`src/rtl/reception_claim_scoreboard_assert.svh`:
```
// Assertion helpers for the reception claim scoreboard.
// They expect clk and arst_n in scope.
`ifndef RECEPTION_CLAIM_SCOREBOARD_ASSERT_SVH
`define RECEPTION_CLAIM_SCOREBOARD_ASSERT_SVH

// Same-cycle implication.
`define RCS_ASSERT_IMP(lbl, ante, cons, msg) \
	lbl: assert property (@(posedge clk) disable iff (!arst_n) (ante) |-> (cons)) \
		else $error(msg);

// Next-cycle implication.
`define RCS_ASSERT_NXT(lbl, ante, cons, msg) \
	lbl: assert property (@(posedge clk) disable iff (!arst_n) (ante) |=> (cons)) \
		else $error(msg);

`endif

```
`src/rtl/rcs_pkg.sv`:
```
// ----------------------------------------------------------------------------
// rcs_pkg
// Shared types and constants of the reception claim scoreboard.
// ----------------------------------------------------------------------------
package rcs_pkg;

	localparam int DEF_REPORT_SLOTS = 4;
	localparam int DEF_MAX_CLAIMS   = 16;
	localparam int MAX_RESULTS      = 16;
	localparam int CNT_OUT_W        = 5;
	localparam int GAP_CNT_W        = $clog2(MAX_RESULTS + 1);

	typedef enum logic [1:0] {
		ST_OK      = 2'd0,
		ST_COVERED = 2'd1,
		ST_EQUAL   = 2'd2,
		ST_FULL    = 2'd3
	} status_t;

	typedef struct packed {
		logic        kind;
		logic [1:0]  slot;
		logic [31:0] range_offset;
		logic [31:0] range_length;
		logic [31:0] scope_low;
		logic [31:0] scope_high;
	} in_t;

	typedef struct packed {
		status_t     status;
		logic [4:0]  claim_count;
		logic        gap_valid;
		logic [31:0] gap_offset;
		logic [31:0] gap_length;
		logic [31:0] upper_limit;
		logic        last;
	} out_t;

	// one stored range
	typedef struct packed {
		logic [31:0] start;
		logic [31:0] size;
	} entry_t;

	// slot modulo the slot count, by repeated subtraction on a 2-bit value
	function automatic logic [1:0] slot_mod(logic [1:0] s, int r);
		logic [1:0] v;
		v = s;
		for (int i = 0; i < 3; i++) begin
			if (int'(v) >= r) begin
				v = v - 2'(r);
			end
		end
		return v;
	endfunction

endpackage

```
`src/rtl/rcs_ram.sv`:
```
// ----------------------------------------------------------------------------
// rcs_ram
// Range store: one write port, one read port, registered read data.
// ----------------------------------------------------------------------------
module rcs_ram
	import rcs_pkg::*;
#(
	parameter int ADDR_W = 6
) (
	input  logic              clk,
	input  logic              we,
	input  logic [ADDR_W-1:0] waddr,
	input  entry_t            wdata,
	input  logic              re,
	input  logic [ADDR_W-1:0] raddr,
	output entry_t            rdata
);

	entry_t mem [2**ADDR_W];

	always_ff @(posedge clk) begin
		if (we) begin
			mem[waddr] <= wdata;
		end
	end

	always_ff @(posedge clk) begin
		if (re) begin
			rdata <= mem[raddr];
		end
	end

endmodule

```
`src/rtl/rcs_ctrl.sv`:
```
// ----------------------------------------------------------------------------
// rcs_ctrl
// Sequencer: scan pass, rewrite-and-merge pass and gap walk over the store.
// ----------------------------------------------------------------------------
module rcs_ctrl
	import rcs_pkg::*;
#(
	parameter int REPORT_SLOTS = DEF_REPORT_SLOTS,
	parameter int MAX_CLAIMS   = DEF_MAX_CLAIMS
) (
	input  logic        clk,
	input  logic        arst_n,
	input  logic        in_valid,
	output logic        in_stall,
	input  in_t         in_data,
	input  logic [31:0] upper,
	output logic        res_valid,
	input  logic        res_ready,
	output out_t        res
);

	localparam int SLOT_W = (REPORT_SLOTS > 1) ? $clog2(REPORT_SLOTS) : 1;
	localparam int IDX_W  = $clog2(MAX_CLAIMS);
	localparam int CNT_W  = $clog2(MAX_CLAIMS + 1);
	localparam int ADDR_W = SLOT_W + IDX_W;

	typedef enum logic [6:0] {
		S_IDLE  = 7'b0000001,
		S_SCAN  = 7'b0000010,
		S_FILL  = 7'b0000100,
		S_FLUSH = 7'b0001000,
		S_REPLY = 7'b0010000,
		S_GAP   = 7'b0100000,
		S_GEND  = 7'b1000000
	} state_t;

	state_t state_q;
	in_t req_q;
	logic [SLOT_W-1:0] slot_q;
	logic [CNT_W-1:0] held_q [REPORT_SLOTS];
	logic [CNT_W-1:0] n_q, rd_i_q, dat_i_q, g_i_q, pos_q, w_q, cnt_q;
	logic rd_v_q, cov_q, g_v_q, less_q, eq_q, ins_q, acc_v_q, pend_v_q;
	logic [31:0] hi_q, prev_q;
	entry_t acc_q, pend_q;
	status_t st_q;
	logic [GAP_CNT_W-1:0] k_q;

	logic [SLOT_W-1:0] slot_in;
	logic first_ins, accept, take, consume, issue, scan_done;
	logic ins_now, have_elem, joins, found;
	logic [31:0] ent_end;
	entry_t rdata, elem;
	logic we, re;
	logic [ADDR_W-1:0] waddr, raddr;
	entry_t wdata;

	rcs_ram #(.ADDR_W(ADDR_W)) u_ram (
		.clk   (clk),
		.we    (we),
		.waddr (waddr),
		.wdata (wdata),
		.re    (re),
		.raddr (raddr),
		.rdata (rdata)
	);

	assign slot_in   = SLOT_W'(slot_mod(in_data.slot, REPORT_SLOTS));
	assign accept    = in_valid && (state_q == S_IDLE);
	assign first_ins = !in_data.kind && (held_q[slot_in] == '0);
	assign in_stall  = (state_q != S_IDLE);

	assign ent_end   = rdata.start + rdata.size;
	assign scan_done = !rd_v_q && (rd_i_q == n_q);
	assign found     = (rdata.start > prev_q) && (int'(k_q) < MAX_RESULTS);

	// insertion slips in ahead of the entry at pos, or after the last one
	assign ins_now = ins_q && ((rd_v_q && dat_i_q == pos_q) || scan_done);
	assign have_elem = ins_now || rd_v_q;
	always_comb begin
		if (ins_now) begin
			elem = '{start: req_q.range_offset, size: req_q.range_length};
		end else begin
			elem = rdata;
			if (g_v_q && dat_i_q == g_i_q) begin
				elem.size = rdata.size + req_q.range_length;
			end
		end
	end
	assign joins = (acc_q.start + acc_q.size) == elem.start;

	always_comb begin
		case (state_q)
			S_SCAN:  take = 1'b1;
			S_FILL:  take = !ins_now;
			S_GAP:   take = !(found && pend_v_q) || res_ready;
			default: take = 1'b0;
		endcase
	end

	assign consume = rd_v_q && take;
	assign issue   = (state_q inside {S_SCAN, S_FILL, S_GAP}) && (!rd_v_q || consume)
		&& (rd_i_q < n_q);
	assign re    = issue;
	assign raddr = {slot_q, rd_i_q[IDX_W-1:0]};

	always_comb begin
		we    = 1'b0;
		waddr = {slot_q, w_q[IDX_W-1:0]};
		wdata = acc_q;
		case (state_q)
			S_IDLE: begin
				if (accept && first_ins) begin
					we    = 1'b1;
					waddr = {slot_in, IDX_W'(0)};
					wdata = '{start: in_data.range_offset, size: in_data.range_length};
				end
			end
			S_FILL: begin
				we = have_elem && acc_v_q && !joins;
			end
			S_FLUSH: begin
				we = 1'b1;
			end
			default: begin
				we = 1'b0;
			end
		endcase
	end

	always_comb begin
		res       = '0;
		res_valid = 1'b0;
		case (state_q)
			S_REPLY: begin
				res_valid       = 1'b1;
				res.status      = st_q;
				res.claim_count = CNT_OUT_W'(cnt_q);
				res.last        = 1'b1;
			end
			S_GAP: begin
				res_valid       = rd_v_q && found && pend_v_q;
				res.claim_count = CNT_OUT_W'(n_q);
				res.gap_valid   = 1'b1;
				res.gap_offset  = pend_q.start;
				res.gap_length  = pend_q.size;
				res.upper_limit = upper;
			end
			S_GEND: begin
				res_valid       = 1'b1;
				res.claim_count = CNT_OUT_W'(n_q);
				res.gap_valid   = pend_v_q;
				res.gap_offset  = pend_v_q ? pend_q.start : '0;
				res.gap_length  = pend_v_q ? pend_q.size : '0;
				res.upper_limit = upper;
				res.last        = 1'b1;
			end
			default: begin
				res_valid = 1'b0;
			end
		endcase
	end

	always_ff @(posedge clk or negedge arst_n) begin
		if (!arst_n) begin
			state_q <= S_IDLE;
			rd_v_q  <= 1'b0;
			for (int i = 0; i < REPORT_SLOTS; i++) begin
				held_q[i] <= '0;
			end
		end else begin
			if (issue) begin
				rd_i_q  <= rd_i_q + 1'b1;
				dat_i_q <= rd_i_q;
				rd_v_q  <= 1'b1;
			end else if (consume) begin
				rd_v_q <= 1'b0;
			end
			case (state_q)
				S_IDLE: begin
					if (accept) begin
						req_q  <= in_data;
						slot_q <= slot_in;
						hi_q   <= in_data.range_offset + in_data.range_length;
						n_q    <= held_q[slot_in];
						rd_i_q <= '0;
						rd_v_q <= 1'b0;
						if (first_ins) begin
							held_q[slot_in] <= CNT_W'(1);
							cnt_q   <= CNT_W'(1);
							st_q    <= ST_OK;
							state_q <= S_REPLY;
						end else if (!in_data.kind) begin
							cov_q   <= 1'b0;
							g_v_q   <= 1'b0;
							less_q  <= 1'b1;
							pos_q   <= '0;
							eq_q    <= 1'b0;
							state_q <= S_SCAN;
						end else begin
							prev_q   <= '0;
							k_q      <= '0;
							pend_v_q <= 1'b0;
							state_q  <= S_GAP;
						end
					end
				end
				S_SCAN: begin
					if (rd_v_q) begin
						if (req_q.range_offset >= rdata.start && req_q.range_offset <= ent_end
							&& hi_q >= rdata.start && hi_q <= ent_end) begin
							cov_q <= 1'b1;
						end
						if (!g_v_q && ent_end == req_q.range_offset) begin
							g_v_q <= 1'b1;
							g_i_q <= dat_i_q;
						end
						if (less_q) begin
							if (rdata.start < req_q.range_offset) begin
								pos_q <= pos_q + 1'b1;
							end else begin
								less_q <= 1'b0;
								eq_q   <= (rdata.start == req_q.range_offset);
							end
						end
					end
					if (scan_done) begin
						cnt_q <= n_q;
						if (cov_q) begin
							st_q    <= ST_COVERED;
							state_q <= S_REPLY;
						end else if (g_v_q || (!eq_q && int'(n_q) < MAX_CLAIMS)) begin
							rd_i_q  <= '0;
							w_q     <= '0;
							acc_v_q <= 1'b0;
							ins_q   <= !g_v_q;
							state_q <= S_FILL;
						end else begin
							st_q    <= eq_q ? ST_EQUAL : ST_FULL;
							state_q <= S_REPLY;
						end
					end
				end
				S_FILL: begin
					if (have_elem) begin
						if (!acc_v_q) begin
							acc_q   <= elem;
							acc_v_q <= 1'b1;
						end else if (joins) begin
							acc_q.size <= acc_q.size + elem.size;
						end else begin
							w_q   <= w_q + 1'b1;
							acc_q <= elem;
						end
					end
					if (ins_now) begin
						ins_q <= 1'b0;
					end
					if (scan_done && !ins_q) begin
						state_q <= S_FLUSH;
					end
				end
				S_FLUSH: begin
					held_q[slot_q] <= w_q + 1'b1;
					cnt_q   <= w_q + 1'b1;
					st_q    <= ST_OK;
					state_q <= S_REPLY;
				end
				S_REPLY: begin
					if (res_ready) begin
						state_q <= S_IDLE;
					end
				end
				S_GAP: begin
					if (consume) begin
						if (found) begin
							pend_q   <= '{start: prev_q, size: rdata.start - prev_q};
							pend_v_q <= 1'b1;
							k_q      <= k_q + 1'b1;
						end
						prev_q <= ent_end;
					end
					if (scan_done) begin
						state_q <= S_GEND;
					end
				end
				S_GEND: begin
					if (res_ready) begin
						state_q <= S_IDLE;
					end
				end
				default: begin
					state_q <= S_IDLE;
				end
			endcase
		end
	end

endmodule

```
`config.mk`:
```
export PLATFORM = sky130hd
export DESIGN_NAME = rcs_ctrl
export DESIGN_NICKNAME = d
export VERILOG_FILES = /design/src/rtl/reception_claim_scoreboard_assert.svh /design/src/rtl/rcs_pkg.sv /design/src/rtl/rcs_ram.sv /design/src/rtl/rcs_ctrl.sv
export SDC_FILE = /design/constraint.sdc
export NUM_CORES = 2
export LEC_CHECK = 0
export BUFFER_PORTS_ARGS = -buffer_cell sky130_fd_sc_hd__buf_2
export CORE_ASPECT_RATIO = 0.75
export CORE_UTILIZATION = 25
export CTS_BUF_LIST = sky130_fd_sc_hd__clkbuf_8
export DETAILED_ROUTE_END_ITERATION = 10
export PLACE_DENSITY_LB_ADDON = 0.05
export SETUP_SLACK_MARGIN = 0.15
export SKIP_CTS_REPAIR_TIMING = 1
export SYNTH_ARGS = -nofsm -noshare
export SYNTH_HDL_FRONTEND = slang
export SYNTH_SLANG_ARGS = --single-unit
```
`constraint.sdc`:
```
create_clock -name clk -period 35.5 [get_ports clk]
set_input_delay 7.1 -clock clk [delete_from_list [all_inputs] [get_ports clk]]
set_output_delay 7.1 -clock clk [all_outputs]
set_load 0.005 [all_outputs]
```
## After elaboration in Yosys (flattened, before gate mapping)

Memory sizes are Yosys's and may differ from the RTL's. A register that Yosys moved wholly into a read port is not among the register bits.
Cells that the tools add are included.

- Output and inout port bits: 107
- RAM bits: 4,096
- Register bits: 335
- Word-level logic and storage cells: 289
- Memories kept: 1
- Input port bits: 167

- $lt $le $gt $ge: 13
- Muxes and demuxes: 124
- Bitwise logic cells: 5
- $add $sub $neg: 10
- Eq/ne operators: 39
- Reductions and logical operators: 66

Memory list:

| name | depth | width | read ports | clocked after Yosys merged registers in | write ports | RTL line | source |
|---|---|---|---|---|---|---|---|
| u_ram.mem | 64 | 64 | 1 | 1 | 1 | rcs_ram.sv:19 | `entry_t mem [2**ADDR_W];` |

Operators by type and width:

| operator | number |
|---|---|
| $mux W32 | 9 |
| $mux W64 | 4 |
| $pmux W97 S2 | 1 |
| $add A32 B32 Y32 | 5 |
| $mux W5 | 31 |
| $eq A32 B32 Y1 | 3 |
| $ge A32 B32 Y1 | 2 |
| $le A32 B32 Y1 | 2 |
| $pmux W32 S2 | 1 |
| $pmux W5 S2 | 5 |
| $pmux W7 S6 | 1 |
| $mux W20 | 2 |
| $pmux W20 S2 | 1 |
| $mux W1 | 38 |
| $ne A2 B2 Y1 const B | 18 |
| $mux W7 | 5 |
| $gt A32 B32 Y1 | 1 |
| $lt A32 B32 Y1 | 1 |
| $sub A32 B32 Y32 | 1 |
| $reduce_and A6 Y1 | 5 |
| $logic_and A1 B1 Y1 | 24 |
| $mux W6 | 4 |
| $reduce_and A8 Y1 | 3 |
| $reduce_and A7 Y1 | 3 |
| other kinds (38) | 87 |

## Logic depth before layout (Yosys ltp)

- Depth after elaboration: 15
- Gate-level depth with buffers: 27
- Mapped depth without buffers: 25

## By module

A second synthesis with hierarchy kept.

- Cell total of the unflattened synthesis: 9,782
- Area total of the unflattened synthesis: 185,173.8 sq um

Modules (own cells, without submodules):

| module | times used | cells an instance | sequential area each (sq um) | area each (sq um) |
|---|---|---|---|---|
| rcs_ram | 1 | 6,812 | 124,919.8 | 157,528.6 |
| rcs_ctrl | 1 | 2,970 | 9,920.8 | 27,645.3 |

## Worst setup path before layout

No wires, ideal clock.

- Kind: input-to-reg
- Start point: in in_data[128] (netlist name)
- End point: mem u_ram.mem[14][0] (netlist name) (enable)
- Slack: 19,582 ps
- Arrival: 15,273 ps
- Data required time: 34,855 ps
- Setup time: 645 ps
- Stages: 8
- Buffers on the path: 1
- Path through: clkbuf_1 > mux4_2 > or4_1 > nor2_1 > nand2_1 > nor2_1 > o21ai_0 > nor4_1

- Longest elaborated chain between the ends: 11
- Elaborated cells between the ends (all ways): 13
- Classes of those cells: mux (9); bitwise (1); reduce/logical (3)

Ends and longest elaborated chain:

| what | RTL line | source |
|---|---|---|
| from (decl) | rcs_ctrl.sv:15 | `input in_t in_data,` |
| $not A2 Y3 (implied by the code) | rcs_ctrl.sv:69 | `assign first_ins = !in_data.kind && (held_q[slot_in] == '0);` |
| $bmux W5 S2 | rcs_ctrl.sv:69 |  |
| $mux W5 (implied by the code) (2 in series) | rcs_ctrl.sv:69 |  |
| $logic_not A5 Y1 | rcs_ctrl.sv:69 |  |
| $logic_and A1 B1 Y1 | rcs_ctrl.sv:69 |  |
| $logic_and A1 B1 Y1 | rcs_ctrl.sv:112 | `if (accept && first_ins) begin` |
| $mux W1 | rcs_ctrl.sv:112 |  |
| $pmux W1 S3 | rcs_ctrl.sv:110 | `case (state_q)` |
| $mux W1 | rcs_ram.sv:22 | `if (we) begin` |
| $mux W1 (implied by the code) | rcs_ram.sv:23 | `mem[waddr] <= wdata;` |
| to (decl) | rcs_ram.sv:19 |  |

Several ways; a longest one is shown, not always the timed one. The select of a mux whose other input is x is not followed.

==> reports/qor.tcl <==
set qor(number_of_max_slew_violations_in_the_final_report) 0
set qor(final.setup.worst_slack_ns) 20.94
set qor(detailedRoute.firstPassIterationCount) 8
set qor(finalWeightedCongestion) 0.8285
set qor(synthDistinctLibCells) 97
set qor(cts_made_buffers) 797
set qor(insertion_delay_ns) 1.25
set qor(cp_cell_sequence) {buf_2 > and2_1 > buf_2}
set qor(final_core_util) 0.2908
set qor(highest-signal-layer) {met5}
set qor(slowest_cell_on_the_critical_path) {sky130_fd_sc_hd__and2_1}
set qor(die_x_um) 993.7
set qor(critical_path_class) {primary input to primary output}
set qor(worst_path_largest_cell_delay_ns) 0.14
set qor(cts_tree) {done}
set qor(share_comb_of_total_power) 0.298
set qor(detailroute.wirelength.met2_um) 313000
set qor(via_count) 97165
set qor(cts_buffer_depth) 5
set qor(p_clk_frac) 0.297
set qor(yosys_warnings) 0
set qor(layout.cells.most_common_list) {sky130_fd_sc_hd__edfxtp_1 (4467), sky130_fd_sc_hd__mux4_2 (1349), sky130_fd_sc_hd__clkbuf_8 (810)}
set qor(worst-endpoint-arrival_ns) 7.46
set qor(overflow) 0
set qor(violations_in_the_final_reports) {design-rule violations}
set qor(synth_top_cells_by_area) {sky130_fd_sc_hd__edfxtp_1 (73%), sky130_fd_sc_hd__mux4_2 (16%), sky130_fd_sc_hd__ha_1 (2.2%), sky130_fd_sc_hd__nand2_1 (0.77%), sky130_fd_sc_hd__a21oi_1 (0.59%)}
set qor(synth_nets) 9380
set qor(number_of_enable_flip_flop_cells_after_synthesis) 4467
set qor(dp.final_hpwl_um) 408700
set qor(synthesis.area_per_instance_um2) 20.76
set qor(rsz0062_at_grt) {no}
set qor(core.rowCount) 272
set qor(detail_route.wirelength_um) 707200
set qor(max-cap-violations) 0
set qor(holdPathStages) 0
set qor(worst-slew-pin-transition_ns) 1.378
set qor(pre_cts_slack_ns) 20.93
set qor(cp_common_cell) {sky130_fd_sc_hd__buf_2}
set qor(power_leakage_uw) 0.06825
set qor(pin_count_of_the_biggest_net_entering_global_routing) 103
set qor(cp.required_ns) 28.40
set qor(power_consumption_uw) 14850
set qor(max_freq_mhz) 68.66
set qor(final_net_count) 10289
set qor(worst_ir_drop_vdd_v) 0.00005423
set qor(grt_first_pass_wirelength_um) 937800
set qor(ys_seq_elements) 4495
set qor(path_clk_slew_ns) 0.07
set qor(postSynthCellCount) 8883
set qor(m1WireLength_um) 345700
set qor(worstSetupStartpointType) {primary input}
set qor(die_h_um) 745.8
set qor(grt_use_total) 0.1874
set qor(h_tree_lvl_count) 6
set qor(pwr-share-seq) 0.406
set qor(via_count_of_the_first_global_routing_pass) 100744
set qor(hold_class) {register to register}
set qor(flow.area_growth_from_synthesis_pct) 15.64
set qor(timing.max_slew.rel_slack) 0.08149
set qor(setup-tns-final_ns) 0
set qor(pwr_density_cell_mw_per_mm2) 69.63
set qor(synth_sequential_area_ratio) 0.7312
set qor(clock_skew_ns) 0.1264
set qor(worst_hold_slack_ns) 0.4545
set qor(final-setup-viol-count) 0
set qor(postRouteAntennaNets) 0
set qor(worst_setup_path_end_kind) {primary output}
set qor(async_reset_ff_frac) 0.006229
set qor(synth.cell_area_mm2) 0.1844
set qor(dr.first_iter.drc_count) 9381
set qor(layout-drive-gt1-share) 0.2854
set qor(timing.final.hold_violations) 0
set qor(cell_internal_pwr_uw) 9994
set qor(floorplan.initialDensity) 0.2514
set qor(switching_power_uw) 4855
set qor(io_pins) 274
set qor(cp_max_fo) 1
set qor(antenna_violations_before_repair) 112
set qor(drt_drc_violations_left) 180
set qor(clkSinkCount) 4495
set qor(synth_top_area_cell) {sky130_fd_sc_hd__edfxtp_1}
set qor(timing.final.crit_period_ns) 14.56
set qor(outcome) {finished with violations}
set qor(place.port_buffers) 209
set qor(fp.coreArea_mm2) 0.7334
set qor(routed_wire_length_per_instance_um) 35.19
set qor(netSwitchingFraction) 0.3270
set qor(netlist.area_leader.share) 0.7274
set qor(mostFrequentLayoutCell) {sky130_fd_sc_hd__edfxtp_1}
set qor(ys.flop_type) {sky130_fd_sc_hd__edfxtp_1}
set qor(post-route-period-util) 0.4102
set qor(ff2ff_path_depth) 16
set qor(die_area_mm2) 0.7411
set qor(clock_tree.root_cell) {sky130_fd_sc_hd__clkbuf_8}
set qor(average_vias_per_placed_instance) 4.835
set qor(met3RoutedLength_um) 33120
==> worst paths after layout <==
check / start / endpoint / slack, ns
setup / recovery: upper[11] / res[12] / 20.94
min in group asynchronous: arst_n / held_q[12] / 5.98
setup reg to reg: rd_i_q[0] / u_ram.mem[47][45] / 27.12
max in group asynchronous: arst_n / state_q[6] / 29.00
hold / removal: prev_q[14] / pend_q[46] / 0.45
hold reg to reg: prev_q[14] / pend_q[46] / 0.45
==> cell type report <==
type,count,area [µm²]
flip-flops and latches,4495,134800
well taps,9727,12170
diodes,21,52.55
clock buffers,810,11150
clock inverters,544,2499
inverters,176,668.1
multi-input cells,3817,48070
fillers,71800,520200
repair buffers,505,3794
==> state kept, by name, indices dropped and copies added, names as in the netlist, 7 cells and up <==
| name | flops |
|---|---|
| prev_q | 32 |
| pend_q | 64 |
| hi_q | 32 |
| held_q | 20 |
| req_q | 64 |
| acc_q | 64 |
| u_ram.mem | 4096 |
| state_q | 7 |
| u_ram.rdata | 64 |
==> Yosys cell counts, drive strengths merged, types with 11 or more instances <==
master,number
edfxtp,4467
nor3,74
ha,324
o21bai,24
clkbuf,273
a211o,11
and2,119
xor2,80
o211ai,28
dfrtp,27
a21oi,219
mux2i,26
and3,30
nor2,246
a211oi,20
inv,174
nand2b,30
or3,17
nand2,377
mux4,1349
a21o,115
mux2,17
nand4,38
nand3,75
nor4,20
xnor2,113
o21ai,151
buf,122
nor2b,52
a31oi,25
a22o,17
or2,11
o21a,39
==> kinds of logic (layout without fill, tap and decap cells) <==
logic type	after synthesis	after routing	share of synthesized area
adders and majority gates	330	330	0.02264
AOI/OAI and AO/OA	764	764	0.02723
and+or+nand+nor	1129	1129	0.02954
other	0	21	0
DFF	4495	4495	0.7312
xor gates and xnor gates	202	202	0.01028
muxes	1392	1392	0.1673
buffers and inverters	571	2035	0.01181
==> power by group through the flow <==
stage	logic, µW	clock network [µW]	registers [µW]
floorplan	2850	0	6060
global placement	4520	0	6130
detailed placement	4510	0	6130
CTS	4520	4590	6020
global route	4720	4790	6020
finish	4420	4410	6020
==> stage by stage <==
step / std cells / cell area (µm²)
after floorplan: 8883 / 184400
after global placement: 18719 / 199500
after detailed placement: 18719 / 199500
after CTS: 20073 / 213200
after global routing: 20085 / 213200
final: 20095 / 213200
==> layer usage <==
layer,vias to the layer above,track usage
li1,39026,-
met3,945,0.02888
met4,6,0.04357
met2,3085,0.2842
met5,-,0
met1,54103,0.2819
==> critical path: cells and delay by family <==
kind,cells,cell delay (ns)
and+or+nand+nor,1,0.14
buffers and inverters,2,0.22
Note: power is estimated with default switching activity, not from simulation.
